==> src/hw/rtl/eors_pkg.sv <==
package eors_pkg;

  // Field widths of the request and result channels
  localparam int CMD_W    = 2;
  localparam int ADDR_W   = 16;
  localparam int WORD_W   = 32;
  localparam int PC_W     = 16;

  // Default memory depth; any value from 256 to 65536 words is supported
  localparam int DEF_MEM_WORDS = 65536;

  // Register file geometry (fixed by the instruction format)
  localparam int REG_COUNT = 8;
  localparam int RIDX_W    = 3;

  // Instruction word layout
  localparam int OPC_LSB = 22;
  localparam int RA_LSB  = 19;
  localparam int RB_LSB  = 16;
  localparam int FLD_W   = 16;

  // Request commands
  localparam logic [CMD_W-1:0] CMD_LOAD  = 2'd0;
  localparam logic [CMD_W-1:0] CMD_EXEC  = 2'd1;
  localparam logic [CMD_W-1:0] CMD_RDMEM = 2'd2;
  localparam logic [CMD_W-1:0] CMD_RDREG = 2'd3;

  // Opcodes
  localparam logic [2:0] OP_ADD  = 3'd0;
  localparam logic [2:0] OP_NOR  = 3'd1;
  localparam logic [2:0] OP_LW   = 3'd2;
  localparam logic [2:0] OP_SW   = 3'd3;
  localparam logic [2:0] OP_BEQ  = 3'd4;
  localparam logic [2:0] OP_JALR = 3'd5;
  localparam logic [2:0] OP_HALT = 3'd6;
  localparam logic [2:0] OP_NOOP = 3'd7;

  // Register file access for one cycle
  typedef struct packed {
    logic              rd_en;
    logic [RIDX_W-1:0] ra;
    logic [RIDX_W-1:0] rb;
    logic              we;
    logic [RIDX_W-1:0] waddr;
    logic [WORD_W-1:0] wdata;
  } rf_req_t;

  // Registered read data of both register file ports
  typedef struct packed {
    logic [WORD_W-1:0] ra_data;
    logic [WORD_W-1:0] rb_data;
  } rf_rsp_t;

endpackage

==> src/hw/rtl/eors_addr_wrap.sv <==
module eors_addr_wrap import eors_pkg::*; #(
  parameter int MEM_WORDS = DEF_MEM_WORDS
) (
  input  logic                         clk,
  input  logic                         rst,
  input  logic                         start,
  input  logic [WORD_W-1:0]            value,
  output logic                         done,
  output logic [$clog2(MEM_WORDS)-1:0] result
);

  localparam int AW      = $clog2(MEM_WORDS);
  localparam bit IS_POW2 = ((1 << AW) == MEM_WORDS);

  if (IS_POW2) begin : g_mask
    // Power-of-two depth: keep the low address bits
    always_ff @(posedge clk) begin
      if (rst) begin
        done <= 1'b0;
      end else begin
        done <= start;
      end
    end

    always_ff @(posedge clk) begin
      if (start) begin
        result <= value[AW-1:0];
      end
    end
  end else begin : g_recip
    // Quotient estimate from a truncated reciprocal; it is low by at most one,
    // so the remainder after multiplying back is below twice the depth
    localparam int            QW         = WORD_W - 8;
    localparam logic [63:0]   RECIP_FULL = (64'd1 << WORD_W) / 64'(MEM_WORDS);
    localparam logic [QW-1:0] RECIP      = QW'(RECIP_FULL);
    localparam logic [AW:0]   MOD_C      = (AW+1)'(MEM_WORDS);

    logic [1:0]           vld;
    logic [WORD_W-1:0]    val_q;
    logic [WORD_W+QW-1:0] prod_q;
    logic [QW-1:0]        quot;
    logic [WORD_W-1:0]    back;
    logic [AW:0]          rem_q;

    assign quot = prod_q[WORD_W +: QW];
    assign back = val_q - (WORD_W'(quot) * WORD_W'(MOD_C));

    // Advance the three stages
    always_ff @(posedge clk) begin
      if (rst) begin
        vld  <= '0;
        done <= 1'b0;
      end else begin
        vld  <= {vld[0], start};
        done <= vld[1];
      end
    end

    // Multiply by the reciprocal, multiply back, then one compare and subtract
    always_ff @(posedge clk) begin
      if (start) begin
        val_q  <= value;
        prod_q <= (WORD_W+QW)'(value) * (WORD_W+QW)'(RECIP);
      end
      if (vld[0]) begin
        rem_q <= back[AW:0];
      end
      if (vld[1]) begin
        result <= (rem_q >= MOD_C) ? (rem_q[AW-1:0] - MOD_C[AW-1:0]) : rem_q[AW-1:0];
      end
    end
  end

endmodule

==> config.mk <==
export PLATFORM = sky130hd
export DESIGN_NAME = eors_addr_wrap
export DESIGN_NICKNAME = d
export VERILOG_FILES = /design/src/hw/rtl/eors_pkg.sv /design/src/hw/rtl/eors_addr_wrap.sv
export SDC_FILE = /design/constraint.sdc
export NUM_CORES = 1
export LEC_CHECK = 0
export BUFFER_PORTS_ARGS = -buffer_cell sky130_fd_sc_hd__clkbuf_2
export CAP_MARGIN = 40
export CORE_MARGIN = 10
export CORE_UTILIZATION = 33
export CTS_CLUSTER_DIAMETER = 40
export DETAILED_ROUTE_END_ITERATION = 16
export HOLD_SLACK_MARGIN = 0.03
export PLACE_DENSITY = 0.78
export SETUP_SLACK_MARGIN = 0.02
export SYNTH_ARGS = -nofsm -noshare
export SYNTH_HDL_FRONTEND = slang
export SYNTH_SLANG_ARGS = --single-unit
export TNS_END_PERCENT = 30
==> constraint.sdc <==
create_clock -name clk -period 0.8 [get_ports clk]
set_clock_uncertainty 0.05 [all_clocks]
set_input_delay 0.12 -clock clk [delete_from_list [all_inputs] [get_ports clk]]
set_output_delay 0.12 -clock clk [all_outputs]
set_load 0.02 [all_outputs]
# Yosys cells after proc, flatten, opt, wreduce, memory -nomap -nowiden
# Cells that the tools add are included.
# totals
reg_bits	17
latch_bits	0
mem_bits_rw	0
rom_bits	0
inputBits	35
output_inout_bits	17
wordCells	2
memories	0
# classes
addsub	0
n_mul	0
n_div	0
magnitude_cmp	0
n_eq_ne	0
shifts	0
mux	0
bitwise_logic	0
n_reduce_logical	0

# Logic depth before layout (Yosys ltp)
# depth
depth_word	0
depth_mapped	1
mapped_depth_nobuf	1

# Worst setup path before layout
# OpenSTA, ideal clock, no wires.
# synth_path
kind	register to output
startpoint	register result[0]
endpoint	output port result[0]
t_arrival_ps	449
required_time_ps	630
setup_slack_ps	181
stages_incl_launch_ff	1
path_buffers	0
path_cell_list	edfxtp_1
# synth_lines
element	line_no	text
from (decl)	eors_addr_wrap.sv:9	output logic [$clog2(MEM_WORDS)-1:0] result
from (signal assigned)	eors_addr_wrap.sv:27	result <= value[AW-1:0];
# No word-level cell between the ends.

# Worst setup path in the final report
# layout_path
startpoint	register result[6]
endpoint	output port result[6]
# No word-level cell between the ends.

==> flow_summary.json <==
{
  "outcome": "finished, violations left",
  "violations": "negative setup slack",
  "grt_pass1_vias": 450,
  "synth_seq_area_share_pct": 97.3,
  "finalMaxSlewViolations": 0,
  "met3_usage_pct": 4.08,
  "routed_wl_um": 1590,
  "clockRootBuffer": "clkbuf_4",
  "cpPeakStageDelay_ps": 380,
  "min_from": "start",
  "syn_inst": 18,
  "start_kind": "register",
  "multi_input_area_um2": 13.8,
  "clock-sinks": 17,
  "hold_depth": 1,
  "met2_usage_pct": 19.2,
  "ant_nets": 0,
  "ys_ff_latch": 17,
  "period_needed_ps": 1010,
  "synth-adder-area-share_pct": 0,
  "numCtsBuffers": 3,
  "end_kind": "output pin",
  "syn-num-nets": 53,
  "dp_cells": 70,
  "layout-drive-gt1-share_pct": 54.7,
  "finalCritPeriodShare_pct": 126,
  "cp_cell_sequence": "buf_2",
  "setup_viol": 17,
  "synth_simple_gate_area_share_pct": 2.68,
  "die_area_um2": 3540,
  "drc": 0,
  "use_met1_pct": 6.92,
  "relSlewSlack_pct": 91.8,
  "diodes": 0,
  "hold_buffers": 17,
  "first_pass_iters": 2,
  "synth_xor_area_share_pct": 0,
  "synthesis.area_um2": 514,
  "viasPerCell": 4.18,
  "area_growth_pct": 87.1,
  "dp_slack_ps": 35.7,
  "critPathArrivalTime_ps": 840,
  "grt_setup_unrepaired": "true",
  "leakagePower_nw": 0.421,
  "core_area_um2": 1490,
  "cp.required_ps": 630,
  "critPathBufInv": 1,
  "synthMuxAreaShare_pct": 0,
  "crit_fanout": 1,
  "place.gp.congestion": 0.637,
  "max_cap_violations": 0,
  "vias": 380,
  "synth_compound_area_share_pct": 0,
  "initial_core_util_pct": 34.5,
  "ir_worst_vdd_uv": 911,
  "drt_iter0_drc": 14,
  "io_pins": 52,
  "die_w_um": 59.5,
  "grt.overflow.total": 0,
  "grt_pass1_wl_um": 2360,
  "synth_top_family_by_area": "simple AND/OR/NAND/NOR gates",
  "cts.clk_slew.worst_paths_ps": 100,
  "clock.fmax_ghz": 0.995,
  "rows": 14,
  "power_density_nw_per_um2": 1920,
  "fill_cells": 108,
  "cts_buffer_depth": 2,
  "crit_family": "flip-flops",
  "die_y_um": 59.5,
  "finalHoldViolCount": 0,
  "synth_warnings": 0,
  "worst_slew_pin_slew_ps": 124,
  "postLayoutCellArea_um2": 962,
  "dpl_cell_area_um2": 729,
  "track_usage_pct": 9.47,
  "postCtsSetupBuffers": 0,
  "num-nets-final": 111,
  "critPathSlowestCell": "edfxtp_1",
  "startpoint": "result[6]",
  "regArea_um2": 502,
  "ys_types": 3,
  "cts_tree": "done",
  "grt_max_degree": 16,
  "hold_class": "input pin to register",
  "htreeDepth": 1,
  "synth.avg_cell_area_um2": 28.6,
  "crit_type": "register to output pin",
  "path_depth": 1,
  "wl_per_cell_um": 17.5,
  "portBuffers": 35,
  "antenna_found_initial": 0,
  "grt-busiest-layer": "met2",
  "fin_cells": 91,
  "setup_ws_ps": -206
}
[area by class of cell]
cell class | instances | share of cell area [%]
Clock buffer | 4 | 2.73
Timing Repair Buffer | 53 | 41.6
Multi-Input combinational cell | 1 | 1.43
Sequential cell | 17 | 52.1
Tap cell | 16 | 2.08
[Yosys cell counts]
cell	instances	area [um2]
edfxtp_1	16	480
dfxtp_1	1	20.0
nor2b_4	1	13.8
[power breakdown]
group | internal, mW | leakage (nW) | switching [mW]
combinational | 0.165 | 0.241 | 0.160
sequential | 1.05 | 0.165 | 0.0191
clock | 0.193 | 0.0150 | 0.259
total | 1.41 | 0.421 | 0.439
[metrics by stage]
stage	hold WS (ps)	util [%]	setup TNS, ps	total power, mW
after global placement	248	49.0	0	1.31
after global routing	29.4	64.6	-4020	1.93
after detailed placement	249	49.0	0	1.32
after floorplan	134	-	0	1.18
final	59.6	64.6	-3110	1.84
after CTS	51.3	62.9	-3320	1.83
[path summary, 6_finish.rpt]
check	end	slack (ps)
setup / recovery	result[6]	-210
hold / removal	result[7]	60
[flip-flops by register name (all words and copies together), names as in the netlist]
signal,count
done,1
result,16
[cell usage in the layout (no fill, tap or decap)]
master / count
clkbuf_2: 18
buf_2: 12
dlygate4sd3_1: 17
buf_8: 1
clkbuf_1: 1
edfxtp_1: 16
buf_12: 1
nor2b_4: 1
buf_6: 4
dfxtp_2: 1
clkbuf_4: 3
[routing by layer]
| layer | up-vias | share of wire [%] |
|---|---|---|
| li1 | 186 | - |
| met1 | 182 | 29 |
| met2 | 12 | 65 |
| met3 | 0 | 6.0 |
| met4 | 0 | 0 |
| met5 | - | 0 |
[cell families (layout without fill, tap and decap cells)]
| logic type | Yosys count | after routing |
|---|---|---|
| buf+inv | 0 | 57 |
| flops | 17 | 17 |
| simple gates | 1 | 1 |
[what timing repair did]
action / in CTS / in global routing
endpoints found under the setup margin: 17 / 17
resized for setup: 3 / 25
cloned: 0 / 0
endpoints found under the hold margin: 17 / 1
Power figures use the tool's default switching activity.
