`src/hw/rtl/eors_pkg.sv`:
```
package eors_pkg;

  // Field widths of the request and result channels
  localparam int CMD_W    = 2;
  localparam int ADDR_W   = 16;
  localparam int WORD_W   = 32;
  localparam int PC_W     = 16;

  // Default memory depth; any value from 256 to 65536 words is supported
  localparam int DEF_MEM_WORDS = 65536;

  // Register file geometry (fixed by the instruction format)
  localparam int REG_COUNT = 8;
  localparam int RIDX_W    = 3;

  // Instruction word layout
  localparam int OPC_LSB = 22;
  localparam int RA_LSB  = 19;
  localparam int RB_LSB  = 16;
  localparam int FLD_W   = 16;

  // Request commands
  localparam logic [CMD_W-1:0] CMD_LOAD  = 2'd0;
  localparam logic [CMD_W-1:0] CMD_EXEC  = 2'd1;
  localparam logic [CMD_W-1:0] CMD_RDMEM = 2'd2;
  localparam logic [CMD_W-1:0] CMD_RDREG = 2'd3;

  // Opcodes
  localparam logic [2:0] OP_ADD  = 3'd0;
  localparam logic [2:0] OP_NOR  = 3'd1;
  localparam logic [2:0] OP_LW   = 3'd2;
  localparam logic [2:0] OP_SW   = 3'd3;
  localparam logic [2:0] OP_BEQ  = 3'd4;
  localparam logic [2:0] OP_JALR = 3'd5;
  localparam logic [2:0] OP_HALT = 3'd6;
  localparam logic [2:0] OP_NOOP = 3'd7;

  // Register file access for one cycle
  typedef struct packed {
    logic              rd_en;
    logic [RIDX_W-1:0] ra;
    logic [RIDX_W-1:0] rb;
    logic              we;
    logic [RIDX_W-1:0] waddr;
    logic [WORD_W-1:0] wdata;
  } rf_req_t;

  // Registered read data of both register file ports
  typedef struct packed {
    logic [WORD_W-1:0] ra_data;
    logic [WORD_W-1:0] rb_data;
  } rf_rsp_t;

endpackage

```
`src/hw/rtl/eors_regfile.sv`:
```
module eors_regfile import eors_pkg::*; (
  input  logic    clk,
  input  logic    rst,
  input  rf_req_t req,
  output rf_rsp_t rsp
);

  logic [WORD_W-1:0]    regs [REG_COUNT];
  logic [REG_COUNT-1:0] written;

  // Track which entries hold a written value; others read as zero
  always_ff @(posedge clk) begin
    if (rst) begin
      written <= '0;
    end else if (req.we) begin
      written[req.waddr] <= 1'b1;
    end
  end

  // Write port
  always_ff @(posedge clk) begin
    if (req.we) begin
      regs[req.waddr] <= req.wdata;
    end
  end

  // Two registered read ports; hold data until the next read
  always_ff @(posedge clk) begin
    if (req.rd_en) begin
      rsp.ra_data <= written[req.ra] ? regs[req.ra] : '0;
      rsp.rb_data <= written[req.rb] ? regs[req.rb] : '0;
    end
  end

endmodule

```
`config.mk`:
```
export PLATFORM = sky130hd
export DESIGN_NAME = eors_regfile
export DESIGN_NICKNAME = d
export VERILOG_FILES = /design/src/hw/rtl/eors_pkg.sv /design/src/hw/rtl/eors_regfile.sv
export SDC_FILE = /design/constraint.sdc
export NUM_CORES = 1
export LEC_CHECK = 0
export ABC_CLOCK_PERIOD_IN_PS = 4300
export BUFFER_PORTS_ARGS = -buffer_cell sky130_fd_sc_hd__buf_2
export CORE_ASPECT_RATIO = 0.6
export CORE_MARGIN = 2
export CORE_UTILIZATION = 50
export CTS_CLUSTER_DIAMETER = 80
export CTS_CLUSTER_SIZE = 12
export DETAILED_ROUTE_END_ITERATION = 16
export HOLD_SLACK_MARGIN = 0.1
export PLACE_DENSITY = 0.71
export SYNTH_ARGS = -nofsm -noshare
export SYNTH_HDL_FRONTEND = slang
export SYNTH_SLANG_ARGS = --single-unit
export TNS_END_PERCENT = 10
```
`constraint.sdc`:
```
create_clock -name clk -period 4.3 [get_ports clk]
set_input_delay 0 -clock clk [delete_from_list [all_inputs] [get_ports clk]]
set_output_delay 0 -clock clk [all_outputs]
set_load 0.01 [all_outputs]
```
# Word-level counts from Yosys, hierarchy flattened
# Memory sizes are Yosys's and may differ from the RTL's. A register that Yosys moved wholly into a read port is not among the register bits.
# Index checks and enable logic that the tools add are counted.
[word_totals]
out_inout_bits = 64
word_cells = 18
ramBits = 256
ff_bits = 8
memories = 1
input_bits = 45
[classes]
bitwise_logic = 1
n_lt_le_gt_ge = 4
reduce_logical = 3
mux = 8
[mem_list]
columns = ["memory", "words", "word_bits", "rd", "rd_clocked_by_memory_dff", "write_ports", "line", "text"]
rows = [
  ["regs", 8, 32, 2, 2, 1, "eors_regfile.sv:8", "logic [WORD_W-1:0] regs [REG_COUNT];"],
]
[ops]
columns = ["operator", "count"]
rows = [
  ["$lt A3 B4 Y1 const B", 3],
  ["$or A8 B8 Y8", 1],
  ["$bmux W1 S3", 2],
  ["$mux W1", 5],
  ["$demux W1 S3", 1],
  ["$ge A3 B1 Y1 const B", 1],
  ["$logic_not A1 Y1", 2],
  ["$logic_and A1 B1 Y1", 1],
]

# Depth between registers and ports, before layout
[logic_depth]
ltp_word = 5
ltp_mapped = 5
ltp_nobuf = 3

# Worst setup path before layout
# OpenSTA, ideal clock, no wires.
[synth_path]
path_type = "input port to flip-flop"
start = "input req[32] in the netlist's numbering"
end = "memory regs[0][0] (enable)"
required_ns = 3.782
n_path_buf = 0
slack_ns = 0.283
path_stages = 1
arrival_ns = 3.499
setup_ns = 0.518
cell_sequence = "nor4b_1"
[synth_lines]
columns = ["element", "line", "text"]
rows = [
  ["start: declaration", "eors_regfile.sv:4", "input rf_req_t req,"],
  ["end: declaration", "eors_regfile.sv:8", ""],
]
# Straight into the memory's write port.

# Worst setup path in the final report
[layout_path]
start = "register written[4]"
end = "register, netlist name rsp[19]"
[layout_between]
elab_chain_cells = 3
[layout_lines]
columns = ["element", "line", "text"]
rows = [
  ["start: declaration", "eors_regfile.sv:9", "logic [REG_COUNT-1:0] written;"],
  ["start signal: assignment", "eors_regfile.sv:14", "written <= '0;"],
  ["start signal: indexed assignment", "eors_regfile.sv:16", "written[req.waddr] <= 1'b1;"],
  ["$bmux W1 S3", "eors_regfile.sv:31", "rsp.rb_data <= written[req.rb] ? regs[req.rb] : '0;"],
  ["$mux W1 (not written as such)", "eors_regfile.sv:31", ""],
  ["$logic_not A1 Y1 (no line)", "-", ""],
]
# Every way passes these cells. The select of a mux whose other input is x is not followed.
# A chain may end at the register's enable or synchronous reset.

==> flow_metrics.env <==
export IMPL_drc_errors=0
export IMPL_place_hpwl_mm=17.30
export IMPL_whs_ns=0.09316
export IMPL_cts_buffer_depth=3
export IMPL_via_per_inst=6.137
export IMPL_multi_input_area_um2=4115
export IMPL_cts_tree="built"
export IMPL_arrival_ns=2.69
export IMPL_path_cells="mux4_1, mux2i_4, buf_4, nor2_1"
export IMPL_grt_pass1_vias=7693
export IMPL_endpoint_kind="register"
export IMPL_path_class="reg2reg"
export IMPL_critPathSlowestCell="mux2i_4"
export IMPL_synth_nets=700
export IMPL_final_util_pct=58.85
export IMPL_routedWlPerCell_um=25.94
export IMPL_port_buffers=108
export IMPL_finalSetupTns_ns=0
export IMPL_cts_sinks=328
export IMPL_ys_seq_area_share_pct=69.26
export IMPL_die_area_um2=29610
export IMPL_totalWireLength_mm=31.07
export IMPL_clock_skew_ns=0.01347
export IMPL_layout_worst_path_cycle_share_pct=55.36
export IMPL_drive_gt1_share_pct=36.70
export IMPL_path_max_fanout=18
export IMPL_clk_latency_ns=0.58
export IMPL_syn_instance_count=655
export IMPL_syn_mean_instance_area_um2=21.53
export IMPL_fmax_ghz=0.4201
export IMPL_hold_viol_final=0
export IMPL_grtUsageTotal_pct=21.32
export IMPL_grt_pass1_wl_mm=46.82
export IMPL_cp_depth=4
export IMPL_cts_repair_resized=0
export IMPL_antenna_cells=0
export IMPL_total_power_mw=6.714
export IMPL_yosysTopAreaCellShare_pct=68.13
export IMPL_grt_max_degree=65
export IMPL_status="completed"
export IMPL_dp_slack_ns=1.607
export IMPL_cts_inserted_buffers=31
export IMPL_setup_viol=0
export IMPL_grt_overflow_total=0
export IMPL_powerDensity_nw_per_um2=412.8
export IMPL_seq_area_um2=9769
export IMPL_fin_cells=1198
export IMPL_cap_violations=0
export IMPL_yosysWarnings=0
export IMPL_initial_core_util_pct=51.03
export IMPL_timing_rr_end="rsp[19]$_SDFFCE_PN0P_"
export IMPL_hold_path_cell_count=1
export IMPL_p_leak_nw=5.577
export IMPL_syn_area_um2=14100
export IMPL_synthArstFlopShare_pct=0
export IMPL_reg2reg_depth=4
export IMPL_synthFlopType="edfxtp_1"
export IMPL_die_h_um=134.1
export IMPL_worst_slew_pin_slew_ns=1.040
export IMPL_first_pass_iters=5
export IMPL_r2r_start="written[4]$_SDFFE_PP0P_"
export IMPL_post_route_min_period_ns=2.380
export IMPL_gp_congestion=0.7190
export IMPL_vias=7352
export IMPL_cp_slowest_stage_delay_ns=0.70
export IMPL_dpl_cell_count=1104
export IMPL_dpl_cell_area_um2=15020
export IMPL_crit_path_end="rsp[19]$_SDFFCE_PN0P_"
export IMPL_startpoint="written[4]$_SDFFE_PP0P_"
export IMPL_core_um2=27640
export IMPL_grt_setup_unrepaired="no"
export IMPL_drt_iter0_drc=626
export IMPL_clkTransAtPathRegs_ns=0.06
export IMPL_antenna_found_initial=0
export IMPL_ys_types=21
export IMPL_rrSetupSlack_ns=1.92
export IMPL_synth_edf_count=320
export IMPL_startpoint_type="register"
export IMPL_clockRootBuffer="clkbuf_16"
export IMPL_finalNetCount=851
export IMPL_ys_top_cells_by_area="edfxtp_1 68%, mux4_2 21%, mux2i_1 4.5%, nor2_1 1.9%, dfxtp_1 1.1%"
export IMPL_cp_top_family="multiplexers"
export IMPL_crit_buf_inv=1
export IMPL_htree_levels=1
export IMPL_ios=109
export IMPL_cp_data_required_time_ns=4.61
export IMPL_ys_seq_elements=328
export IMPL_vdd_drop_max_v=0.0003261
export IMPL_slew_violations=0
export IMPL_slew_headroom_pct=30.68
export IMPL_yosysTopAreaCell="edfxtp_1"
export IMPL_rows=47
export IMPL_fillers=2059
export IMPL_antenna_left=0
export IMPL_hold_path_class="in2reg"
export IMPL_fin_area_um2=16260
export IMPL_area_delta_synth_final_pct=15.31
export IMPL_fin_ws_ns=1.920
export IMPL_die_w_um=220.8
[layout make-up]
| cell class | instances | share of cell area (%) |
|---|---|---|
| Timing Repair Buffer | 160 | 6.354 |
| Multi-Input combinational cell | 285 | 25.30 |
| Clock inverter | 2 | 0.1077 |
| Tap cell | 367 | 2.823 |
| Sequential cell | 328 | 60.07 |
| Clock buffer | 56 | 5.347 |
[layout by cell type (no fill, tap or decap), types with 8 or more instances in the layout]
cell type,n
edfxtp_1,320
mux4_2,130
buf_2,103
nor2_1,69
mux2i_1,64
dlygate4sd3_1,36
clkbuf_16,31
clkbuf_1,25
buf_4,21
dfxtp_1,8
[synthesized netlist by cell type (2+ instances only)]
cell type / number
and4b_1: 2
buf_1: 6
buf_2: 15
buf_4: 5
buf_6: 12
clkbuf_1: 4
dfxtp_1: 8
edfxtp_1: 320
mux2i_1: 64
mux4_1: 2
mux4_2: 130
nand2_1: 2
nor2_1: 70
nor2_2: 5
nor4bb_1: 2
o21ba_2: 3
[cells by family after synthesis]
group | share of synthesized area (%)
flops | 69.26
mux | 25.93
compound gates | 0.2129
buf+inv | 2.023
simple gates | 2.573
[registers in the layout, summed over array words and instances, names as in the netlist]
| name | count |
|---|---|
| rsp | 64 |
| written | 8 |
| regs | 256 |
[worst min path at each step]
stage             from                      end  slack (ns)
3_3_place_gp       rst  written[5]$_SDFFE_PP0P_        0.25
2_1_floorplan      rst  written[0]$_SDFFE_PP0P_        0.07
5_1_grt        req[38]     rsp[3]$_SDFFCE_PN0P_        0.14
4_1_cts        req[32]    regs[7][16]$_DFFE_PP_        0.11
6_report       req[42]    rsp[30]$_SDFFCE_PN0P_        0.09
3_5_place_dp       rst  written[5]$_SDFFE_PP0P_        0.26
[per-layer routing]
layer | vias to the layer above | wire length [um] | track usage (%)
met1 | 3922 | 13000 | 30.59
met4 | 0 | 654 | 4.661
met3 | 53 | 2367 | 4.425
li1 | 3066 | - | -
met2 | 311 | 15050 | 34.41
met5 | - | 0 | 0
[power breakdown]
group / switching, mW / internal (mW)
sequential: 0.0483 / 3.63
clock: 1.13 / 1.35
combinational: 0.287 / 0.265
total: 1.46 / 5.25
[timing repair]
| item | CTS | global route |
|---|---|---|
| hold endpoints to repair | 289 | 0 |
| setup buffers | 0 | 0 |
| hold buffers | 36 | 0 |
(Power assumes the default switching activity.)
